### config.mk
export PLATFORM = sky130hd
export DESIGN_NAME = link_reconnect_supervisor_core_flat
export DESIGN_NICKNAME = d
export VERILOG_FILES = /design/src/rtl/lrs_pkg.sv /design/src/rtl/lrs_if.sv /design/src/rtl/link_reconnect_supervisor_core.sv /design/src/flat_wrapper.sv
export SDC_FILE = /design/constraint.sdc
export NUM_CORES = 1
export LEC_CHECK = 0
export BUFFER_PORTS_ARGS = -buffer_cell sky130_fd_sc_hd__buf_4
export CAP_MARGIN = 20
export CORE_MARGIN = 1
export CORE_UTILIZATION = 50
export DETAILED_ROUTE_END_ITERATION = 10
export PLACE_DENSITY = 0.78
export SYNTH_ARGS = -nofsm -noshare
export SYNTH_HDL_FRONTEND = slang
export SYNTH_SLANG_ARGS = --single-unit
### constraint.sdc
create_clock -name clk -period 7.9 [get_ports clk]
set_input_delay 0.79 -clock clk [delete_from_list [all_inputs] [get_ports clk]]
set_output_delay 0.79 -clock clk [all_outputs]
set_load 0.02 [all_outputs]
### src/rtl/lrs_pkg.sv
// shared types and constants for the link reconnect supervisor
package lrs_pkg;

	typedef enum logic [2:0] {
		ST_IDLE       = 3'd0,
		ST_CONNECTED  = 3'd1,
		ST_WAIT       = 3'd2,
		ST_CONNECTING = 3'd3,
		ST_HARDRESET  = 3'd4,
		ST_GIVEUP     = 3'd5
	} state_t;

	typedef enum logic [2:0] {
		CMD_NONE    = 3'd0,
		CMD_BEGIN   = 3'd1,
		CMD_RETRY   = 3'd2,
		CMD_RADIO   = 3'd3,
		CMD_RESTART = 3'd4,
		CMD_APPLY   = 3'd5
	} cmd_t;

	typedef enum logic [1:0] {
		KIND_TICK     = 2'd0,
		KIND_LOST     = 2'd1,
		KIND_GOT_ADDR = 2'd2,
		KIND_UNUSED   = 2'd3
	} kind_t;

	typedef enum logic [2:0] {
		REG_STATION_MODE_ON    = 3'd0,
		REG_RETRY_WAIT_MS      = 3'd1,
		REG_ATTEMPT_TIMEOUT_MS = 3'd2,
		REG_FAIL_LIMIT         = 3'd3,
		REG_GIVE_UP_MS         = 3'd4
	} reg_idx_t;

	localparam int TIME_W    = 32;
	localparam int WAIT_W    = 20;
	localparam int GIVE_UP_W = 22;
	localparam int FAIL_W    = 8;
	localparam int CFG_IDX_W = 3;
	localparam int CFG_DATA_W = 22;

	localparam logic [WAIT_W-1:0]    RETRY_WAIT_RST = WAIT_W'(2000);
	localparam logic [WAIT_W-1:0]    ATTEMPT_TO_RST = WAIT_W'(15000);
	localparam logic [FAIL_W-1:0]    FAIL_LIMIT_RST = FAIL_W'(5);
	localparam logic [GIVE_UP_W-1:0] GIVE_UP_RST    = GIVE_UP_W'(180000);
	localparam logic [FAIL_W-1:0]    FAIL_MAX       = {FAIL_W{1'b1}};

endpackage

### src/rtl/lrs_if.sv
// valid/ready channel interfaces for input events, results and register writes
interface lrs_in_if;
	logic                          valid;
	logic                          ready;
	logic [1:0]                    kind;
	logic [lrs_pkg::TIME_W-1:0]    time_ms;
	logic                          link_up;

	modport source (output valid, kind, time_ms, link_up, input ready);
	modport sink (input valid, kind, time_ms, link_up, output ready);
endinterface

interface lrs_out_if;
	logic                          valid;
	logic                          ready;
	logic [2:0]                    link_state;
	logic [2:0]                    command;
	logic [lrs_pkg::FAIL_W-1:0]    failures;

	modport source (output valid, link_state, command, failures, input ready);
	modport sink (input valid, link_state, command, failures, output ready);
endinterface

interface lrs_cfg_if;
	logic                            valid;
	logic                            ready;
	logic [lrs_pkg::CFG_IDX_W-1:0]   index;
	logic [lrs_pkg::CFG_DATA_W-1:0]  data;

	modport source (output valid, index, data, input ready);
	modport sink (input valid, index, data, output ready);
endinterface

### src/rtl/link_reconnect_supervisor_core.sv
// top level of the station-link reconnect supervisor
// Each accepted event (tick, link lost, address obtained) gives exactly one result: the new
// link state, a command for the radio driver and the consecutive failure count. One event
// can be accepted every clock cycle while the output is not stalled; a result is registered
// after its transfer (the event lands in the input register, then the combinational state
// update loads the result register). While the downstream side stalls, the input and result
// registers hold up to two events before the input stalls. Time differences are taken
// modulo 2^32. Registers are written over the cfg channel, which is always ready; write them
// only while no event is in flight.
module link_reconnect_supervisor_core (
	input  logic       clk,
	input  logic       arst_n,
	lrs_in_if.sink     in_ch,
	lrs_out_if.source  out_ch,
	lrs_cfg_if.sink    cfg
);

	// configuration registers
	logic                            station_mode_q;
	logic [lrs_pkg::WAIT_W-1:0]      retry_wait_q;
	logic [lrs_pkg::WAIT_W-1:0]      attempt_to_q;
	logic [lrs_pkg::FAIL_W-1:0]      fail_limit_q;
	logic [lrs_pkg::GIVE_UP_W-1:0]   give_up_q;

	// supervisor state
	lrs_pkg::state_t                 state_q;
	logic [lrs_pkg::TIME_W-1:0]      entered_q;
	logic [lrs_pkg::TIME_W-1:0]      first_fail_q;
	logic [lrs_pkg::FAIL_W-1:0]      fail_cnt_q;

	// input register
	logic                            valid_s1;
	logic [1:0]                      kind_s1;
	logic [lrs_pkg::TIME_W-1:0]      time_s1;
	logic                            link_s1;

	// result register
	logic                            valid_s2;
	lrs_pkg::state_t                 state_s2;
	lrs_pkg::cmd_t                   cmd_s2;
	logic [lrs_pkg::FAIL_W-1:0]      fail_s2;

	logic                            adv_s2;
	logic                            adv_s1;

	lrs_pkg::state_t                 state_n;
	lrs_pkg::cmd_t                   cmd_n;
	logic [lrs_pkg::TIME_W-1:0]      entered_n;
	logic [lrs_pkg::TIME_W-1:0]      first_fail_n;
	logic [lrs_pkg::FAIL_W-1:0]      fail_cnt_n;
	logic [lrs_pkg::TIME_W-1:0]      since_enter;
	logic [lrs_pkg::TIME_W-1:0]      since_fail;

	assign adv_s2   = !valid_s2 || out_ch.ready;
	assign adv_s1   = valid_s1 && adv_s2;
	assign in_ch.ready = !valid_s1 || adv_s2;
	assign cfg.ready = 1'b1;

	assign out_ch.valid      = valid_s2;
	assign out_ch.link_state = state_s2;
	assign out_ch.command    = cmd_s2;
	assign out_ch.failures   = fail_s2;

	always_ff @(posedge clk or negedge arst_n) begin
		if (!arst_n) begin
			station_mode_q <= 1'b1;
			retry_wait_q   <= lrs_pkg::RETRY_WAIT_RST;
			attempt_to_q   <= lrs_pkg::ATTEMPT_TO_RST;
			fail_limit_q   <= lrs_pkg::FAIL_LIMIT_RST;
			give_up_q      <= lrs_pkg::GIVE_UP_RST;
		end else if (cfg.valid) begin
			unique case (cfg.index)
				lrs_pkg::REG_STATION_MODE_ON:    station_mode_q <= cfg.data[0];
				lrs_pkg::REG_RETRY_WAIT_MS:      retry_wait_q <= cfg.data[lrs_pkg::WAIT_W-1:0];
				lrs_pkg::REG_ATTEMPT_TIMEOUT_MS: attempt_to_q <= cfg.data[lrs_pkg::WAIT_W-1:0];
				lrs_pkg::REG_FAIL_LIMIT:         fail_limit_q <= cfg.data[lrs_pkg::FAIL_W-1:0];
				lrs_pkg::REG_GIVE_UP_MS:         give_up_q <= cfg.data;
				default: ;
			endcase
		end
	end

	always_ff @(posedge clk or negedge arst_n) begin
		if (!arst_n) begin
			valid_s1 <= 1'b0;
		end else if (in_ch.ready) begin
			valid_s1 <= in_ch.valid;
		end
	end

	always_ff @(posedge clk) begin
		if (in_ch.valid && in_ch.ready) begin
			kind_s1 <= in_ch.kind;
			time_s1 <= in_ch.time_ms;
			link_s1 <= in_ch.link_up;
		end
	end

	assign since_enter = time_s1 - entered_q;

	always_comb begin
		state_n      = state_q;
		cmd_n        = lrs_pkg::CMD_NONE;
		entered_n    = entered_q;
		first_fail_n = first_fail_q;
		fail_cnt_n   = fail_cnt_q;
		since_fail   = '0;
		case (kind_s1)
			lrs_pkg::KIND_TICK: begin
				if (station_mode_q) begin
					unique case (state_q)
						lrs_pkg::ST_CONNECTED: begin
							if (!link_s1) begin
								state_n   = lrs_pkg::ST_WAIT;
								entered_n = time_s1;
								if (first_fail_q == '0) begin
									first_fail_n = time_s1;
								end
							end
						end
						lrs_pkg::ST_IDLE: begin
							state_n   = lrs_pkg::ST_CONNECTING;
							entered_n = time_s1;
							cmd_n     = lrs_pkg::CMD_BEGIN;
						end
						lrs_pkg::ST_WAIT: begin
							if (since_enter >= lrs_pkg::TIME_W'(retry_wait_q)) begin
								state_n   = lrs_pkg::ST_CONNECTING;
								entered_n = time_s1;
								cmd_n     = lrs_pkg::CMD_RETRY;
								if (fail_cnt_q != lrs_pkg::FAIL_MAX) begin
									fail_cnt_n = fail_cnt_q + 1'b1;
								end
							end
						end
						lrs_pkg::ST_CONNECTING: begin
							if (link_s1) begin
								state_n      = lrs_pkg::ST_CONNECTED;
								fail_cnt_n   = '0;
								first_fail_n = '0;
							end else if (since_enter > lrs_pkg::TIME_W'(attempt_to_q)) begin
								state_n   = (fail_cnt_q >= fail_limit_q) ?
									lrs_pkg::ST_HARDRESET : lrs_pkg::ST_WAIT;
								entered_n = time_s1;
							end
						end
						lrs_pkg::ST_HARDRESET: begin
							cmd_n      = lrs_pkg::CMD_RADIO;
							fail_cnt_n = '0;
							state_n    = lrs_pkg::ST_WAIT;
							entered_n  = time_s1;
						end
						default: begin
							cmd_n = lrs_pkg::CMD_RESTART;
						end
					endcase
					// give-up check runs on the failure time left after this tick
					since_fail = time_s1 - first_fail_n;
					if (state_q != lrs_pkg::ST_CONNECTED && first_fail_n != '0 &&
							since_fail > lrs_pkg::TIME_W'(give_up_q)) begin
						state_n = lrs_pkg::ST_GIVEUP;
					end
				end
			end
			lrs_pkg::KIND_LOST: begin
				if (state_q == lrs_pkg::ST_CONNECTED || state_q == lrs_pkg::ST_IDLE) begin
					first_fail_n = time_s1;
				end
				state_n   = lrs_pkg::ST_WAIT;
				entered_n = time_s1;
			end
			lrs_pkg::KIND_GOT_ADDR: begin
				state_n      = lrs_pkg::ST_CONNECTED;
				fail_cnt_n   = '0;
				first_fail_n = '0;
				cmd_n        = lrs_pkg::CMD_APPLY;
			end
			default: ;
		endcase
	end

	always_ff @(posedge clk or negedge arst_n) begin
		if (!arst_n) begin
			state_q      <= lrs_pkg::ST_IDLE;
			entered_q    <= '0;
			first_fail_q <= '0;
			fail_cnt_q   <= '0;
		end else if (adv_s1) begin
			state_q      <= state_n;
			entered_q    <= entered_n;
			first_fail_q <= first_fail_n;
			fail_cnt_q   <= fail_cnt_n;
		end
	end

	always_ff @(posedge clk or negedge arst_n) begin
		if (!arst_n) begin
			valid_s2 <= 1'b0;
		end else if (adv_s2) begin
			valid_s2 <= valid_s1;
		end
	end

	always_ff @(posedge clk) begin
		if (adv_s1) begin
			state_s2 <= state_n;
			cmd_s2   <= cmd_n;
			fail_s2  <= fail_cnt_n;
		end
	end

endmodule
### src/flat_wrapper.sv
// flat-port wrapper written by rule: the top's interface ports become plain ports
module link_reconnect_supervisor_core_flat 
  (clk, arst_n, in_ch_valid, in_ch_kind, in_ch_time_ms, in_ch_link_up, in_ch_ready, out_ch_valid, out_ch_link_state, out_ch_command, out_ch_failures, out_ch_ready, cfg_valid, cfg_index, cfg_data, cfg_ready);
  lrs_in_if in_ch_i ();
  lrs_out_if out_ch_i ();
  lrs_cfg_if cfg_i ();
  input  logic clk;
  input  logic arst_n;
  input wire logic [$bits(in_ch_i.valid)-1:0] in_ch_valid;
  input wire logic [$bits(in_ch_i.kind)-1:0] in_ch_kind;
  input wire logic [$bits(in_ch_i.time_ms)-1:0] in_ch_time_ms;
  input wire logic [$bits(in_ch_i.link_up)-1:0] in_ch_link_up;
  output wire logic [$bits(in_ch_i.ready)-1:0] in_ch_ready;
  output wire logic [$bits(out_ch_i.valid)-1:0] out_ch_valid;
  output wire logic [$bits(out_ch_i.link_state)-1:0] out_ch_link_state;
  output wire logic [$bits(out_ch_i.command)-1:0] out_ch_command;
  output wire logic [$bits(out_ch_i.failures)-1:0] out_ch_failures;
  input wire logic [$bits(out_ch_i.ready)-1:0] out_ch_ready;
  input wire logic [$bits(cfg_i.valid)-1:0] cfg_valid;
  input wire logic [$bits(cfg_i.index)-1:0] cfg_index;
  input wire logic [$bits(cfg_i.data)-1:0] cfg_data;
  output wire logic [$bits(cfg_i.ready)-1:0] cfg_ready;
  assign in_ch_i.valid = in_ch_valid;
  assign in_ch_i.kind = in_ch_kind;
  assign in_ch_i.time_ms = in_ch_time_ms;
  assign in_ch_i.link_up = in_ch_link_up;
  assign in_ch_ready = in_ch_i.ready;
  assign out_ch_valid = out_ch_i.valid;
  assign out_ch_link_state = out_ch_i.link_state;
  assign out_ch_command = out_ch_i.command;
  assign out_ch_failures = out_ch_i.failures;
  assign out_ch_i.ready = out_ch_ready;
  assign cfg_i.valid = cfg_valid;
  assign cfg_i.index = cfg_index;
  assign cfg_i.data = cfg_data;
  assign cfg_ready = cfg_i.ready;
  link_reconnect_supervisor_core u_core (.clk(clk), .arst_n(arst_n), .in_ch(in_ch_i), .out_ch(out_ch_i), .cfg(cfg_i));
endmodule
==> results.md, run 1 <==
- Initial Util: 0.509
- Post-CTS Setup Bufs: 0
- Clock Tree Root: clkbuf_16
- Ant diodes: 0
- Sequential fraction of the synthesis area: 0.368
- CTS Sinks: 197
- CTS tree: yes
- Post-DR wirelength/cell: 19.1 um
- EDFF count, synth: 49
- Worst slew pin tran: 0.941 ns
- Fmax: 137 MHz
- First-pass GRT wire length: 62.3 mm
- Vias per std cell: 6.08
- Maxcap violations: 0
- Worst Setup Start Kind: flip-flop
- Outcome: completed
- Final period utilization: 0.922
- Post-synth ARST share: 0.751
- CTS Buf Count: 17
- Height of the die: 170 um
- Nets: 1,850
- Met3 Use GR: 0.0467
- Die ar.: 29,000 um2
- Crit-path max FO: 14
- Synthesized Nets: 1,812
- I/O Buffers: 80
- Synthesized area per cell: 8.81 um2
- Synth top area share: 0.218
- Pre-CTS WS: 0.721 ns
- FF+latch count, synth: 197
- Sequential Area: 5210 um2
- WL final: 38.9 mm
- CP required: 8.09 ns
- Worst Setup Slack, final: 0.618 ns
- DR pass1 iterations: 5
- RSZ-0062 raised after global routing: no
- Worst Setup End Kind: flip-flop
- CTS H-Tree Depth: 4
- Ys flop type: dfrtp_1
- Slew HR: 0.372
- Crit path DAT: 7.47 ns
- Core area: 27,800 um2
- Minimum clock period: 7.28 ns
- Top post-synthesis cells by count: 182 x nand2_1, 156 x o21ai_0, 139 x ha_1, 123 x dfrtp_1, 120 x inv_1
- Netlist cell types: 79
- Final global-route overflow total: 0
- Vias: 12,400
- Pwr dens: 307 nW/um2
- Largest net degree at the start of global routing: 99
- CTS max path bufs: 2
- Iteration-0 DRC Markers: 1,174
- Io pins: 82
- Drt drc: 0
- Clk Latency, worst-skew pair: 0.46 ns
- Antenna violations before repair: 0
- Antenna-violating nets left: 0
- Lkg Pwr: 6.79 nW
- Count leader, synth: nand2_1
- Synth Cell Area: 14,200 um2
- Cells after synthesis: 1,606
- Footprint of the multi-input gates: 8240 um2
- Yosys warnings: 0
- Fillcell total: 2,517
- Synth area leaders: dfrtp_1 22%, ha_1 12%, edfxtp_1 10%
- Layout area overhead: 10.9%
- Layer with the highest usage: met2
- DP HPWL: 28.9 mm
- Reg clk slew, reported paths: 0.09 ns
- Share of cells above drive strength 1: 0.132
- GPL Wtd Cong: 0.921
- HP Class: input pin to async pin
- Synth area leader: dfrtp_1
- Aggregate negative setup slack: 0 ns
- Chip width: 170 um
- Vias in the first global route: 11,900
- Met2 usage: 0.456
- Clk_skew: 0.0151 ns
- Final Slew Violations: 0
- CP Class: flip-flop to flip-flop
- # rows: 61
- Max VDD drop: 0.150 mV
- Total Routing Usage GR: 0.277
- GR Util met1: 0.354
- Setup Viol. Count Final: 0
- Fin. Hold Viols: 0
state kept, by name (all words and copies together) (netlist names):
| name | count |
|---|---|
| u_core.attempt_to_q | 20 |
| u_core.state_q | 3 |
| u_core.out_ch.valid | 1 |
| u_core.first_fail_q | 32 |
| u_core.entered_q | 32 |
| u_core.retry_wait_q | 20 |
| u_core.give_up_q | 22 |
| u_core.link_s1 | 1 |
| u_core.fail_limit_q | 8 |
| u_core.kind_s1 | 2 |
| u_core.station_mode_q | 1 |
| u_core.out_ch.command | 3 |
| u_core.out_ch.failures | 8 |
| u_core.valid_s1 | 1 |
| u_core.time_s1 | 32 |
| u_core.fail_cnt_q | 8 |
| u_core.out_ch.link_state | 3 |
cells in the final DEF, fill, tap and decap left out, types with 6 or more instances in the layout:
| cell | count |
|---|---|
| a2111oi_0 | 6 |
| a211oi_1 | 12 |
| a21o_1 | 41 |
| a21oi_1 | 95 |
| a22oi_1 | 34 |
| a31oi_1 | 38 |
| and2_1 | 14 |
| and3_1 | 15 |
| buf_4 | 89 |
| clkbuf_16 | 17 |
| dfrtp_1 | 123 |
| dfstp_2 | 25 |
| edfxtp_1 | 49 |
| ha_1 | 138 |
| inv_1 | 120 |
| mux2_2 | 45 |
| nand2_1 | 182 |
| nand2b_1 | 20 |
| nand3_1 | 33 |
| nand4_1 | 24 |
| nor2_1 | 97 |
| nor2b_1 | 14 |
| nor3_1 | 24 |
| nor4_1 | 24 |
| o211ai_1 | 13 |
| o21a_1 | 15 |
| o21ai_0 | 156 |
| o21bai_1 | 9 |
| or3_1 | 6 |
| xnor2_1 | 30 |
| xor2_1 | 17 |
worst max-delay path: stages, from the launching register on:
cell       delay, ns
dfrtp_1         0.59
nor2b_1         0.38
nand3_1         0.21
nor3_4          0.45
a22oi_1         0.21
ha_1            0.31
nor2b_1         0.15
o2111ai_1       0.26
a311oi_1        0.27
or4_1           0.58
a31o_2          0.24
a21oi_1         0.22
o21bai_1        0.09
a21oi_1         0.23
o21bai_1        0.10
a21oi_1         0.17
xnor2_1         0.11
ha_1            0.33
nand2_1         0.06
nor4_1          0.25
nand2_1         0.08
o21ai_0         0.09
a31oi_1         0.09
a21oi_1         0.18
nor4b_1         0.28
a31oi_1         0.29
a2111oi_0       0.64
o31ai_1         0.12
power by group:
part           leakage [nW]  internal [mW]  total (mW)  switching [mW]
registers              2.28           1.27        1.40           0.134
clock network         0.307          0.463       0.938           0.474
logic                  4.20           1.01        2.49            1.48
total                  6.79           2.74        4.82            2.09
per-stage QoR:
stage                     area [um2]  hold WS (ns)   util  power (mW)  std cells
final                          15700         0.407  0.565        4.82       2035
after global routing           15700         0.486  0.565        5.16       2035
after CTS                      15700         0.453  0.564        4.80       2034
after detailed placement       15000         0.494  0.541        3.84       2002
after global placement         15000         0.486  0.541        3.75       2002
after floorplan                14200         0.463      -        3.17       1606
cell families after synthesis:
| kind of cell | share of synthesized area |
|---|---|
| other cells | 0.000265 |
| fa+ha+maj | 0.126 |
| xor+xnor | 0.0291 |
| simple gates | 0.165 |
| compound gates | 0.222 |
| mux | 0.0386 |
| buf+inv | 0.0522 |
| flops | 0.368 |
final cells by class:
cell class                 instances  share of cell area
sequential                       197               0.332
clock inverter                    15              0.0130
timing repair buffer              91              0.0446
tap                              378              0.0301
clock buffer                      17              0.0271
inverter                         120              0.0287
multi-input combinational       1217               0.525
worst paths after layout:
| check | startpoint | to | slack [ns] | cells past startpoint |
|---|---|---|---|---|
| max in group asynchronous | arst_n | u_core.out_ch.valid | 6.21 | 2 |
| min in group clk | in_ch_time_ms[11] | u_core.time_s1[11] | 0.50 | 1 |
| max | u_core.state_q[0] | u_core.out_ch.link_state[2] | 0.62 | 27 |
| max reg2reg | u_core.state_q[0] | u_core.out_ch.link_state[2] | 0.62 | 27 |
| min | arst_n | u_core.attempt_to_q[17] | 0.41 | 1 |
| min reg2reg | u_core.entered_q[29] | u_core.entered_q[29] | 0.51 | 1 |
per-layer routing:
| layer | vias to the layer above | routed length, um | part of all wire |
|---|---|---|---|
| li1 | 5915 | - | - |
| met1 | 5931 | 16500 | 0.43 |
| met2 | 434 | 18300 | 0.47 |
| met3 | 102 | 2420 | 0.062 |
| met4 | 0 | 1600 | 0.041 |
| met5 | - | 0 | 0 |
repair_timing:
item / 4_1_cts / 5_1_grt
hold buffers: 0 / 0
setup endpoints to repair: 0 / 2
resized for setup: 0 / 1
Note: power is estimated with default switching activity, not from simulation.
==> run 2, diff against run 1 <==
CAP_MARGIN = default   (was 20)
MAX_ROUTING_LAYER = met4   (was default)
PLACE_DENSITY = 0.77   (was 0.78)
==> results.md, run 2 (synthesis results as in run 1) <==
- Crit-path max FO: 27 (was 14)
- Vias per std cell: 6.09 (was 6.08)
- Crit path DAT: 7.50 ns (was 7.47 ns)
- Reg2Reg Depth: 26 (was 27)
- CP Class: flip-flop to flip-flop (unchanged)
- Ant diodes: 0 (unchanged)
- Aggregate negative setup slack: 0 ns (unchanged)
- Worst slew pin tran: 1.10 ns (was 0.941 ns)
- Largest net degree at the start of global routing: 94 (was 99)
- Height of the die: 170 um (unchanged)
- Placed instance count: 2,001 (was 2,002)
- WL final: 38.6 mm (was 38.9 mm)
- Post-DP Area: 15,000 um2 (about the same)
- PnR Total Power: 4.78 mW (was 4.82 mW)
- Post-route cell area: 15,600 um2 (was 15,700 um2)
- Pwr dens: 306 nW/um2 (was 307 nW/um2)
- Post-CTS Setup Bufs: 0 (unchanged)
- CTS max path bufs: 2 (unchanged)
- Io pins: 82 (unchanged)
- # rows: 61 (unchanged)
- Crit path depth: 26 (was 27)
- Final core occ: 0.563 (was 0.565)
- Slowest-stage cell, CP: a311oi_1 (was a2111oi_0)
- Antenna-violating nets left: 0 (unchanged)
- Final period utilization: 0.924 (was 0.922)
- Worst Setup End Kind: flip-flop (unchanged)
- Initial Util: 0.509 (unchanged)
- GPL Wtd Cong: 0.912 (was 0.921)
- Total Routing Usage GR: 0.280 (was 0.277)
- DP HPWL: 29.2 mm (was 28.9 mm)
- Fmax: 137 MHz (about the same)
- Vias in the first global route: 11,800 (was 11,900)
- Flop2flop setup slack: 0.60 ns (was 0.62 ns)
- Critical R2R Launch: u_core.state_q[0] (unchanged)
- Clock Tree Root: clkbuf_16 (unchanged)
- Iteration-0 DRC Markers: 1,158 (was 1,174)
- Minimum clock period: 7.30 ns (was 7.28 ns)
- Slew HR: 0.266 (was 0.372)
- Worst Setup Start Kind: flip-flop (unchanged)
- CTS H-Tree Depth: 4 (unchanged)
- CP Launch Point: u_core.state_q[0] (unchanged)
- Drt drc: 0 (unchanged)
- Chip width: 170 um (unchanged)
- DR WL met2: 18.3 mm (unchanged)
- Die ar.: 29,000 um2 (unchanged)
- RR Endpoint: u_core.out_ch.link_state[2] (unchanged)
- Max VDD drop: 0.163 mV (was 0.150 mV)
- Vias: 12,400 (unchanged)
- Routed wl met3: 1.98 mm (was 2.42 mm)
- Final global-route overflow total: 0 (unchanged)
- I/O Buffers: 80 (unchanged)
- Commonest non-fill, non-tap cell in the layout: nand2_1 (unchanged)
- Most used cell, CP: o21ai_0 (was a21oi_1)
- Worst Setup Slack, final: 0.604 ns (was 0.618 ns)
- Pre-CTS WS: 0.709 ns (was 0.721 ns)
- Clk_skew: 0.0135 ns (was 0.0151 ns)
- DR pass1 iterations: 6 (was 5)
- Non-Filler Instances: 2,033 (was 2,035)
- RSZ-0062 raised after global routing: no (unchanged)
- Nets: 1,848 (was 1,850)
- Max layer used: met4 (unchanged)
- CTS tree: yes (unchanged)
- Commonest non-fill, non-tap cells in the layout: 182 x nand2_1, 156 x o21ai_0, 138 x ha_1 (unchanged)
- HP Class: input pin to async pin (unchanged)
- Fin. Hold Viols: 0 (unchanged)
- First-pass GRT wire length: 61.4 mm (was 62.3 mm)
- CP required: 8.10 ns (was 8.09 ns)
- Layout area overhead: 10.5% (was 10.9%)
- Outcome: completed (unchanged)
- Final Slew Violations: 0 (unchanged)
- Reg clk slew, reported paths: 0.08 ns (was 0.09 ns)
- Core area: 27,800 um2 (unchanged)
- WHS: 0.397 ns (was 0.407 ns)
- Worst setup endpoint: u_core.out_ch.link_state[2] (unchanged)
- Largest regs: u_core.entered_q x32, u_core.first_fail_q x32, u_core.time_s1 x32 (unchanged)
- Crit path max-delay family: compound AO/OA/AOI/OAI gates (unchanged)
- Buf/Inv on CP: 1 (was 0)
- CTS Buf Count: 17 (unchanged)
- Antenna violations before repair: 0 (unchanged)
- Post-DR wirelength/cell: 19.0 um (was 19.1 um)
- Met1 Wirelength: 16.9 mm (was 16.5 mm)
- CTS Sinks: 197 (unchanged)
- Clk Latency, worst-skew pair: 0.46 ns (about the same)
- CTS Hold Bufs: 0 (unchanged)
- Share of cells above drive strength 1: 0.131 (was 0.132)
- Setup Viol. Count Final: 0 (unchanged)
- Lkg Pwr: 6.75 nW (was 6.79 nW)
- Maxcap violations: 0 (unchanged)
- Slowest stage delay, CP: 0.70 ns (was 0.64 ns)
## run 2: cell types whose count changed in the layout (fill, tap and decap cells not counted)
cell and change:
buf_12 -1, clkinv_4 -1, buf_4 -1, a2111oi_0 -1, bufinv_16 -1, inv_8 -2, inv_6 +4, a2111oi_1 +1
nor3_4 -1, nor3_2 +1
## run 2: routing by layer
layer / vias up / GRT usage
li1: 5930 / -
met1: 5956 / 0.357
met2: 412 / 0.447
met3: 84 / 0.0377
met4: 0 / 0.120
met5: - / -
## run 2: cell type report
class	count	area, um2
Clock buffer	17	425
Clock inverter	15	178
Fill cell	2506	12100
Inverter	120	450
Multi-Input combinational cell	1217	8230
Sequential cell	197	5210
Tap cell	378	473
Timing Repair Buffer	89	672
## run 2: worst min path at each step
stage,from,to,slack (ns),cells past startpoint
floorplan,u_core.valid_s1,u_core.out_ch.valid,0.46,1
global placement,u_core.entered_q[21],u_core.entered_q[21],0.49,1
detailed placement,u_core.entered_q[13],u_core.entered_q[13],0.49,1
CTS,arst_n,u_core.give_up_q[18],0.44,1
global route,arst_n,u_core.give_up_q[20],0.48,1
finish,arst_n,u_core.give_up_q[18],0.40,1
## run 2: timing repair
item	in CTS	in global routing
gates resized for setup	0	1
endpoints found under the setup margin	0	2
hold endpoints to repair	0	0
## run 2: where the power goes
part,switching (mW),leakage (nW),internal [mW]
Combinational,1.48,4.17,1.01
Sequential,0.136,2.28,1.27
Clock,0.461,0.294,0.430
